[src/rtl/osst_pkg.sv]
// Package with the shared constants, types and helpers of the ordered set store.
`timescale 1ns / 1ps

package osst_pkg;

  // Number of cells, and so the most entries the store holds.
  localparam int unsigned CAPACITY = 16;
  // Bits of a stored element.
  localparam int unsigned VALUE_WIDTH = 32;
  // Bits of the entry counter, wide enough to hold CAPACITY itself.
  localparam int unsigned CNT_W = $clog2(CAPACITY + 1);

  // Width of the value field and of the entry count field on the ports.
  localparam int unsigned IN_VALUE_W = 32;
  localparam int unsigned OUT_COUNT_W = 5;

  // Operation codes; the unused code behaves as a query.
  typedef enum logic [1:0] {
    OP_INSERT = 2'd0,
    OP_DELETE = 2'd1,
    OP_QUERY  = 2'd2
  } op_e;

  typedef logic [VALUE_WIDTH-1:0] key_t;
  typedef logic [CNT_W-1:0] count_t;

  // Command broadcast from the control logic to every cell.
  typedef struct packed {
    logic ins_en;  // write the key into the cell at the fill position
    logic del_en;  // cells at and past the match take their right neighbor
  } osst_cmd_t;

  // The element is sign-extended from the port and kept in its low bits.
  function automatic key_t to_key(input logic signed [IN_VALUE_W-1:0] v);
    logic [63:0] ext;
    ext = 64'(v);
    return ext[VALUE_WIDTH-1:0];
  endfunction

endpackage

[src/rtl/osst_cell.sv]
// One storage cell of the ordered set store: an entry, its comparator and shift mux.
`timescale 1ns / 1ps

module osst_cell (
  input  logic               clk_i,
  input  osst_pkg::osst_cmd_t cmd_i,
  input  logic               occupied_i,
  input  logic               load_slot_i,
  input  osst_pkg::key_t     key_i,
  input  logic               hit_i,
  input  osst_pkg::key_t     shift_data_i,
  output logic               hit_o,
  output osst_pkg::key_t     entry_o
);
  import osst_pkg::*;

  key_t entry_q, entry_d;
  logic match;

  // Only a held entry can match; the hit flag runs along the row to the right.
  assign match   = occupied_i && (entry_q == key_i);
  assign hit_o   = hit_i || match;
  assign entry_o = entry_q;

  // A delete closes the gap: this cell and every later one take the right neighbor.
  always_comb begin
    entry_d = entry_q;
    priority if (cmd_i.del_en && hit_o) begin
      entry_d = shift_data_i;
    end else if (cmd_i.ins_en && load_slot_i) begin
      entry_d = key_i;
    end else begin
      entry_d = entry_q;
    end
  end

  always_ff @(posedge clk_i) begin
    entry_q <= entry_d;
  end

endmodule

[src/rtl/ordered_set_store.sv]
// Top level of the ordered set store: a row of cells, the entry counter and the result register.
// Usage:
//   The input channel carries an operation (insert, delete or membership query)
//   and a 32-bit signed value. The output channel returns one result per item:
//   whether the value was held beforehand, the entry count after the operation,
//   the full and empty flags, and a flag for an insert dropped on a full store.
//   Both channels use valid and stall; a transfer happens on a rising edge with
//   valid high and stall low.
//   Throughput is one item per cycle when not stalled. Every cell compares
//   its entry with the value in the cycle of the transfer and the row shifts
//   at the same edge, so the next item sees the updated contents at once.
//   The result is registered at the edge that takes the item and is shown
//   from the next cycle on.
//   When the receiver stalls, the result holds in the output register and the
//   input stalls as well until that result leaves; a new item is taken in the
//   same cycle as the waiting result goes out.
//   Reset empties the store (count zero) and clears the output valid. The cell
//   contents are not cleared; only entries below the count are ever compared.
`timescale 1ns / 1ps

module ordered_set_store (
  input  logic                                 clk_i,
  input  logic                                 rst_ni,
  input  logic                                 in_valid_i,
  output logic                                 in_stall_o,
  input  logic [1:0]                           op_i,
  input  logic signed [osst_pkg::IN_VALUE_W-1:0] value_i,
  output logic                                 out_valid_o,
  input  logic                                 out_stall_i,
  output logic                                 was_member_o,
  output logic [osst_pkg::OUT_COUNT_W-1:0]     entry_count_o,
  output logic                                 is_full_o,
  output logic                                 is_empty_o,
  output logic                                 rejected_o
);
  import osst_pkg::*;

  localparam count_t CAP_CNT = count_t'(CAPACITY);

  key_t      key;
  key_t      entry [CAPACITY];
  logic      hit [CAPACITY+1];
  logic      member;
  logic      full_now;
  logic      in_fire;
  logic      reject;
  osst_cmd_t cmd;

  count_t count_q, count_d;
  logic   out_valid_q, out_valid_d;
  logic   was_member_q;
  logic [OUT_COUNT_W-1:0] entry_count_q;
  logic   is_full_q, is_empty_q, rejected_q;

  // A new item is taken unless a finished result is stuck at the output.
  assign in_stall_o = out_valid_q && out_stall_i;
  assign in_fire    = in_valid_i && !in_stall_o;
  assign key        = to_key(value_i);

  // Row of cells; the hit flag enters at the left end.
  assign hit[0] = 1'b0;
  for (genvar i = 0; i < CAPACITY; i++) begin : g_cell
    key_t shift_data;
    if (i == CAPACITY - 1) begin : g_last
      assign shift_data = key;
    end else begin : g_mid
      assign shift_data = entry[i+1];
    end
    osst_cell u_cell (
      .clk_i        (clk_i),
      .cmd_i        (cmd),
      .occupied_i   (count_t'(i) < count_q),
      .load_slot_i  (count_t'(i) == count_q),
      .key_i        (key),
      .hit_i        (hit[i]),
      .shift_data_i (shift_data),
      .hit_o        (hit[i+1]),
      .entry_o      (entry[i])
    );
  end

  assign member   = hit[CAPACITY];
  assign full_now = (count_q >= CAP_CNT);

  // Decode the operation into the cell command and the new count.
  always_comb begin
    cmd     = '0;
    reject  = 1'b0;
    count_d = count_q;
    priority if (op_i == OP_INSERT) begin
      if (!member) begin
        if (full_now) begin
          reject = 1'b1;
        end else begin
          cmd.ins_en = in_fire;
          count_d    = count_q + count_t'(1);
        end
      end
    end else if (op_i == OP_DELETE) begin
      if (member) begin
        cmd.del_en = in_fire;
        count_d    = count_q - count_t'(1);
      end
    end else begin
      count_d = count_q;
    end
  end

  // Output register is loaded on a transfer and cleared when its result leaves.
  always_comb begin
    out_valid_d = out_valid_q;
    if (in_fire) begin
      out_valid_d = 1'b1;
    end else if (!out_stall_i) begin
      out_valid_d = 1'b0;
    end
  end

  always_ff @(posedge clk_i or negedge rst_ni) begin
    if (!rst_ni) begin
      count_q     <= '0;
      out_valid_q <= 1'b0;
    end else begin
      out_valid_q <= out_valid_d;
      if (in_fire) begin
        count_q <= count_d;
      end
    end
  end

  always_ff @(posedge clk_i) begin
    if (in_fire) begin
      was_member_q  <= member;
      entry_count_q <= OUT_COUNT_W'(count_d);
      is_full_q     <= (count_d == CAP_CNT);
      is_empty_q    <= (count_d == '0);
      rejected_q    <= reject;
    end
  end

  assign out_valid_o   = out_valid_q;
  assign was_member_o  = was_member_q;
  assign entry_count_o = entry_count_q;
  assign is_full_o     = is_full_q;
  assign is_empty_o    = is_empty_q;
  assign rejected_o    = rejected_q;

  // The count never grows past the number of cells.
  a_count_bound: assert property (@(posedge clk_i) disable iff (!rst_ni)
    count_q <= CAP_CNT)
    else $error("entry count exceeds capacity");

  // A dropped insert only happens on a full store and for a value not held.
  a_reject_full: assert property (@(posedge clk_i) disable iff (!rst_ni)
    (out_valid_o && rejected_o) |-> (is_full_o && !was_member_o))
    else $error("rejected result without a full store");

  // An accepted insert of a new value adds exactly one entry.
  a_insert_grows: assert property (@(posedge clk_i) disable iff (!rst_ni)
    (in_fire && cmd.ins_en) |=> (count_q == count_t'($past(count_q) + count_t'(1))))
    else $error("insert did not add one entry");

  // A delete that found its value removes exactly one entry.
  a_delete_shrinks: assert property (@(posedge clk_i) disable iff (!rst_ni)
    (in_fire && cmd.del_en) |=> (count_q == count_t'($past(count_q) - count_t'(1))))
    else $error("delete did not remove one entry");

  // The input is held back only while a result waits at the output.
  a_stall_cause: assert property (@(posedge clk_i) disable iff (!rst_ni)
    in_stall_o |-> out_valid_o)
    else $error("input stalled with no pending result");

endmodule
[config.mk]
export PLATFORM = sky130hd
export DESIGN_NAME = ordered_set_store
export DESIGN_NICKNAME = d
export VERILOG_FILES = /design/src/rtl/osst_pkg.sv /design/src/rtl/osst_cell.sv /design/src/rtl/ordered_set_store.sv
export SDC_FILE = /design/constraint.sdc
export NUM_CORES = 1
export LEC_CHECK = 0
export BUFFER_PORTS_ARGS = -buffer_cell sky130_fd_sc_hd__clkbuf_2
export CORE_AREA = 5 5 259 261
export DETAILED_ROUTE_END_ITERATION = 10
export DIE_AREA = 0 0 264 266
export HOLD_SLACK_MARGIN = 0.12
export SYNTH_ARGS = -nofsm -noshare
export SYNTH_HDL_FRONTEND = slang
export SYNTH_SLANG_ARGS = --single-unit
[constraint.sdc]
create_clock -name clk_i -period 12.5 [get_ports clk_i]
set_clock_uncertainty 0.15 [all_clocks]
set_input_delay 3.75 -clock clk_i [delete_from_list [all_inputs] [get_ports clk_i]]
set_output_delay 3.75 -clock clk_i [all_outputs]
set_load 0.1 [all_outputs]
==> metrics.cfg, run 1 <==
[worst_setup_path]
max_stage_delay_ns=0.68
r2r_setup_slack_ns=6.57
reg2reg_depth=11
start_kind=primary input
timing.rr.start=count_q[4]
crit_type=in -> reg
arrival_ns=8.70
r2r_end=g_cell[4].u_cell.entry_o[18]
slowest_stage=nor4_1
worstPathCellList=clkbuf_2, buf_4, xnor2_1, nand2_1, or3b_2, nor4_1, nor4_1, nand4_1, nand3b_1, o21a_1, nand2_1, buf_4, nand2_1, buf_4
endpoint_kind=register
crit_fanout=33
crit_required_ns=12.63

[cts]
cts.clk_slew.worst_paths_ns=0.06
cts_hold_buf=0
cts_max_level=2
cts_sinks=527
cts_buffers=58
cts_resized=0
cts_setup_buffers=0
clkLatencyLatePin_ns=0.63
clock-root-buffer=clkbuf_16
cts_buffer_depth=3
cts_tree=done

[yosys]
yosysWarnings=0
syn_nets=2327
synth_area_mm2=0.0300
synth_edf_count=521
synth-async-reset-ratio_pct=1.14
synth_cells=2284
synth_cell_types=56
synth_seq_cells=527
syn_avg_cell_area_um2=13.1
seq_area_frac_synth_pct=52.7
synth-main-ff-cell=edfxtp_1

[finish]
final.fill_count=5565
nets=2311
fin_cells=3169
layout.area.seq_mm2=0.0158
multiInputGateArea_mm2=0.0133
drive_above_1_share_pct=30.0
layout_commonest_cell=edfxtp_1
layout_common_cells=edfxtp_1, mux2_2, xor2_1
final_cell_area_mm2=0.0328
area_delta_synth_final_pct=9.29

[power]
ir_worst_vdd_v=0.000118
p_leak_nw=10.7
power.total_mw=4.25
p_per_area_mw_per_mm2=130

[outcome]
status=finished clean

[detailed_routing]
drt.antenna.violating_nets=0
viasPerCell=6.23
first_pass_iters=5
first_iter_violations=2098
route.detailed.drc=0
via_count=19700
detail_route.wl_per_cell_um=31.7
wirelength_um=100000

[timing]
setup_violations=0
max_slew_margin_pct=23.1
max_freq_mhz=117
worst_slew_pin_slew_ns=1.15
hold_ws_ns=0.420
period_minus_slack_ns=8.58
tns_ns=0
post-route-period-util_pct=68.6
report.final.slew_viol_count=0
hold_viol=0
rsz0062_at_grt=false

[floorplanning]
num_io_pins=49
rows=93
die_w_um=264
die_y_um=266
start_util_pct=46.7
die-area_mm2=0.0702
core_area_mm2=0.0642

[global_routing]
grt-ovfl-total=0
grt_start_max_net_pins=35
antenna_found_initial=0
grt_pass1_wl_um=143000
grt_pass1_vias=19300
grt.total_usage_pct=27.6

[placement]
finalWeightedCongestion=0.982
dp_hpwl_um=71100
dp_cells=3063
placed_cell_area_mm2=0.0310
portBuffers=48

[hold_path]
hold_path_class=reg -> reg
holdPathEnd=g_cell[6].u_cell.entry_o[7]
worstHoldStart=g_cell[7].u_cell.entry_o[7]
hold_depth=1

[job]
drv_cap=0

-- flip-flops by register name, summed over array words and instances, names as in the netlist --
register and flops:
count_q 5, entry_count_o 5, g_cell.u_cell.entry_o 512, is_empty_o 1, is_full_o 1, out_valid_o 1, rejected_o 1, was_member_o 1
-- layout make-up --
class | count | area share, %
Antenna cell | 1 | 0.00763
Multi-Input combinational cell | 1560 | 40.7
Timing Repair Buffer | 112 | 2.20
Clock buffer | 75 | 4.75
Sequential cell | 527 | 48.2
Inverter | 9 | 0.103
Tap cell | 855 | 3.26
Clock inverter | 30 | 0.775
-- worst max-delay path by stage --
| stage | slack [ns] | startpoint | cells after the start | to |
|---|---|---|---|---|
| floorplan | 3.45 | value_i[10] | 13 | g_cell[13].u_cell.entry_o[0] |
| global placement | 3.41 | value_i[2] | 14 | g_cell[4].u_cell.entry_o[20] |
| detailed placement | 3.34 | value_i[6] | 14 | g_cell[4].u_cell.entry_o[20] |
| CTS | 3.99 | value_i[6] | 14 | g_cell[4].u_cell.entry_o[18] |
| global route | 3.82 | value_i[22] | 11 | g_cell[9].u_cell.entry_o[29] |
| finish | 3.92 | value_i[6] | 14 | g_cell[4].u_cell.entry_o[18] |
-- routing by layer --
layer	routed length, µm	global-route usage, %	vias up
met2	46300	44.2	897
met4	2470	6.11	0
li1	-	-	8512
met1	44600	40.0	10200
met3	6970	4.40	165
met5	0	0	-
-- power breakdown --
part | leakage (nW) | internal (mW) | total [mW] | switching (mW)
Sequential | 4.77 | 1.98 | 2.01 | 0.0320
Clock | 0.885 | 0.954 | 1.68 | 0.726
Combinational | 5.00 | 0.173 | 0.560 | 0.387
Total | 10.7 | 3.11 | 4.25 | 1.14
-- kinds of logic (layout without fill, tap and decap cells) --
| kind of cell | Yosys count | count (layout) | share of synthesized area, % |
|---|---|---|---|
| fa+ha+maj | 5 | 5 | 0.209 |
| simple gates | 516 | 516 | 10.0 |
| flops | 527 | 527 | 52.7 |
| other cells | 0 | 1 | 0 |
| compound gates | 45 | 45 | 1.08 |
| mux | 482 | 482 | 18.1 |
| buf+inv | 197 | 226 | 3.01 |
| xor+xnor | 512 | 512 | 15.0 |
-- critical path, delay by kind of cell --
family	cells	cell delay, ns
compound gates	1	0.53
xor+xnor	1	0.16
buf+inv	4	1.66
simple gates	8	2.56
-- synth_stat cells (10+ instances only) --
cell	n	area share, %
buf_2	100	1.7
clkbuf_1	80	1.0
edfxtp_1	521	52
mux2_2	479	18
nand2_1	61	0.76
nand3_1	43	0.72
nand4_1	98	2.0
nand4b_1	12	0.35
nor2_1	46	0.58
nor2b_1	12	0.25
nor3_1	32	0.53
nor4_1	143	3.0
nor4b_1	13	0.38
or3_1	10	0.21
xnor2_1	193	5.6
xor2_1	319	9.3
-- metrics by stage --
stage	setup WS, ns	util [%]
final	3.92	51.0
after global routing	3.82	51.0
after CTS	3.99	51.0
after detailed placement	3.34	48.2
after global placement	3.41	48.2
after floorplan	3.45	-
(Power assumes the default switching activity.)
==> run 2: changes to the inputs <==
--- a/config.mk
+++ b/config.mk
@@ -5,6 +5,7 @@
 export SDC_FILE = /design/constraint.sdc
 export NUM_CORES = 1
 export LEC_CHECK = 0
+export ABC_AREA = 1
 export BUFFER_PORTS_ARGS = -buffer_cell sky130_fd_sc_hd__clkbuf_2
 export CORE_AREA = 5 5 259 261
 export DETAILED_ROUTE_END_ITERATION = 10
==> constraint.sdc (replaced) <==
create_clock -name clk_i -period 8.14 [get_ports clk_i]
set_clock_uncertainty 0.15 [all_clocks]
set_input_delay 2.442 -clock clk_i [delete_from_list [all_inputs] [get_ports clk_i]]
set_output_delay 2.442 -clock clk_i [all_outputs]
set_load 0.1 [all_outputs]
==> metrics.cfg, run 2 <==
[yosys]
synth-async-reset-ratio_pct=1.14  ; unchanged
syn_nets=3447  ; +48%
synth_cell_types=48  ; -14%
synth_edf_count=521  ; unchanged
seq_area_frac_synth_pct=52.5  ; -0.12 points
yosysWarnings=0  ; unchanged
yosysTopAreaCell=edfxtp_1
synth-main-ff-cell=edfxtp_1
synth_area_leaders=edfxtp_1, nand2_1, xnor2_1, o21ai_0, inv_1
synth_seq_cells=527  ; unchanged
yosys.cell_count.top_type=nand2_1
synth_cells=3404  ; +49%
synth_common_cells=nand2_1, edfxtp_1, inv_1
syn_avg_cell_area_um2=8.83  ; -33%
synth_area_mm2=0.0301  ; +0.23%
yosys.area.top_type_share_pct=52.0  ; -0.12 points

[timing]
report.final.slew_viol_count=0  ; unchanged
hold_ws_ns=0.344  ; -0.0767 ns
tns_ns=0  ; unchanged
worst_slew_pin_slew_ns=1.14  ; -0.00873 ns
setup_violations=0  ; unchanged
rsz0062_at_grt=false
fin_ws_ns=0.886  ; -3.04 ns
hold_viol=0  ; unchanged
max_slew_margin_pct=23.5  ; +0.46 points
period_minus_slack_ns=7.25
post-route-period-util_pct=89.1
max_freq_mhz=138

[detailed_routing]
route.detailed.drc=0  ; unchanged
drt.antenna.violating_nets=0  ; unchanged
first_pass_iters=6  ; +1
detail_route.wl_per_cell_um=27.5  ; -13%
viasPerCell=5.88  ; -5.5%
first_iter_violations=4244  ; +100%
wirelength_um=118000  ; +18%
via_count=25300  ; +28%

[floorplanning]
start_util_pct=46.8  ; +0.11 points
rows=93  ; unchanged
core_area_mm2=0.0642  ; unchanged
num_io_pins=49  ; unchanged
die_w_um=264  ; unchanged
die-area_mm2=0.0702  ; unchanged
die_y_um=266  ; unchanged

[outcome]
status=finished clean

[cts]
cts_buffer_depth=3  ; unchanged
cts_buffers=60  ; +3.4%
cts_resized=0  ; unchanged
cts_max_level=2  ; unchanged
cts_tree=done
cts.clk_slew.worst_paths_ns=0.06  ; about the same
cts_setup_buffers=0  ; unchanged
clkLatencyLatePin_ns=0.65  ; +0.02 ns
clock-root-buffer=clkbuf_16
cts_hold_buf=0  ; unchanged
cts_sinks=527  ; unchanged

[worst_setup_path]
crit_fanout=54  ; +64%
worstPathCellList=clkbuf_2, buf_4, xor2_1, nor4_1, nand2_1, nor4_1, nand4_1, nand4_2, nor2_2, nand4_4, nand2_2, nor3_4, nand2_1, buf_4, inv_2, nand2_1, o21ai_0
slowest_stage=inv_2
reg2reg_depth=19  ; +8
crit_type=in -> reg
worst_path_most_repeated_cell=nand2_1
endpoint_kind=register
max_stage_delay_ns=0.61  ; -0.07 ns
arrival_ns=7.47  ; -1.23 ns
crit_required_ns=8.36  ; -4.27 ns
start_kind=primary input

[finish]
final.fill_count=5979  ; +7.4%
fin_cells=4304  ; +36%
layout_commonest_cell=nand2_1
multiInputGateArea_mm2=0.0116  ; -13%
utilization_pct=51.3  ; +0.31 points
nets=3443  ; +49%
layout.area.seq_mm2=0.0158  ; unchanged
drive_above_1_share_pct=8.91  ; -21 points
layout_common_cells=nand2_1, edfxtp_1, inv_1
largest_reg_flops=512  ; unchanged
final_cell_area_mm2=0.0330  ; +0.60%
area_delta_synth_final_pct=9.69

[global_routing]
grt_start_max_net_pins=65  ; +86%
grt_pass1_vias=23500  ; +22%
grt_pass1_wl_um=168000  ; +18%
grt.total_usage_pct=32.6  ; +5.0 points
antenna_found_initial=1  ; +1
grt-ovfl-total=0  ; unchanged

[power]
power.total_mw=6.35  ; +49%
p_clk_share_pct=41.0  ; +1.5 points
seq_power_share_pct=47.6  ; +0.3 points
intPower_mw=4.64  ; +49%
p_leak_nw=13.9  ; +30%
pwr-share-comb_pct=11.4  ; -1.8 points
ir_worst_vdd_v=0.000191  ; +62%
swShare_pct=27.0  ; +0.068 points
p_per_area_mw_per_mm2=193  ; +49%
power_switching_mw=1.72  ; +50%

[placement]
dp_hpwl_um=82600  ; +16%
finalWeightedCongestion=1.00  ; +2.1%
placed_cell_area_mm2=0.0312  ; +0.63%
place_ws_ns=0.426  ; -2.92 ns
dp_cells=4193  ; +37%
portBuffers=48  ; unchanged

[hold_path]
hold_path_class=reg -> reg
hold_depth=2  ; +1

[job]
drv_cap=0  ; unchanged

-- run 2: cell types whose count changed in the layout (fill, tap and decap cells not counted), sizes merged, moves of 20 or more --
cell	delta
nand2	+944
mux2	-479
inv	+403
o21ai	+351
xor2	-226
nand3	+154
nor4	-110
o22ai	+97
nor2	+63
buf	+53
nand4	-34
o2111ai	+20
-- run 2: worst max-delay path: cells and delay by family --
kind,cells,cell delay [ns]
xor gates and xnor gates,1,0.12
and+or+nand+nor,11,2.73
buffers and inverters,4,1.83
AOI/OAI and AO/OA,1,0.28
-- run 2: cell families after synthesis --
group	after synthesis	synth area share [%]
compound gates	504	9.39
flops	527	52.5
fa+ha+maj	5	0.208
buf+inv	646	9.51
simple gates	1442	20.2
xor+xnor	280	8.16
-- run 2: cell type report --
type	count	share of cell area, %
Antenna cell	3	0.0228
Clock buffer	76	4.80
Clock inverter	32	0.679
Inverter	415	4.72
Multi-Input combinational cell	2231	35.1
Sequential cell	527	47.9
Tap cell	855	3.24
Timing Repair Buffer	165	3.54
-- run 2: final timing paths --
check	to	from	slack, ns
worst max-delay path	g_cell[13].u_cell.entry_o[4]	value_i[27]	0.89
worst min-delay path	out_valid_o	out_valid_o	0.34
worst max register to register	g_cell[13].u_cell.entry_o[4]	count_q[4]	2.21
worst min register to register	out_valid_o	out_valid_o	0.34
max in group asynchronous	out_valid_o	rst_ni	6.04
min in group asynchronous	count_q[0]	rst_ni	1.55
-- run 2: power by group through the flow --
stage | clock (mW) | sequential, mW | combinational (mW)
after floorplan | 0 | 3.11 | 0.381
after global placement | 0 | 3.08 | 0.687
after CTS | 2.63 | 3.03 | 0.695
final | 2.60 | 3.03 | 0.723
after global routing | 2.73 | 3.03 | 0.752
after detailed placement | 0 | 3.08 | 0.692
-- run 2: layer usage --
layer	share of wire (%)	wire [µm]	global-route usage, %	up-vias
met5	0	0	0	-
met4	4.5	5340	11.8	0
met3	13	15300	8.82	320
met2	41	48800	46.7	1788
met1	41	49000	47.7	11900
li1	-	-	-	11300
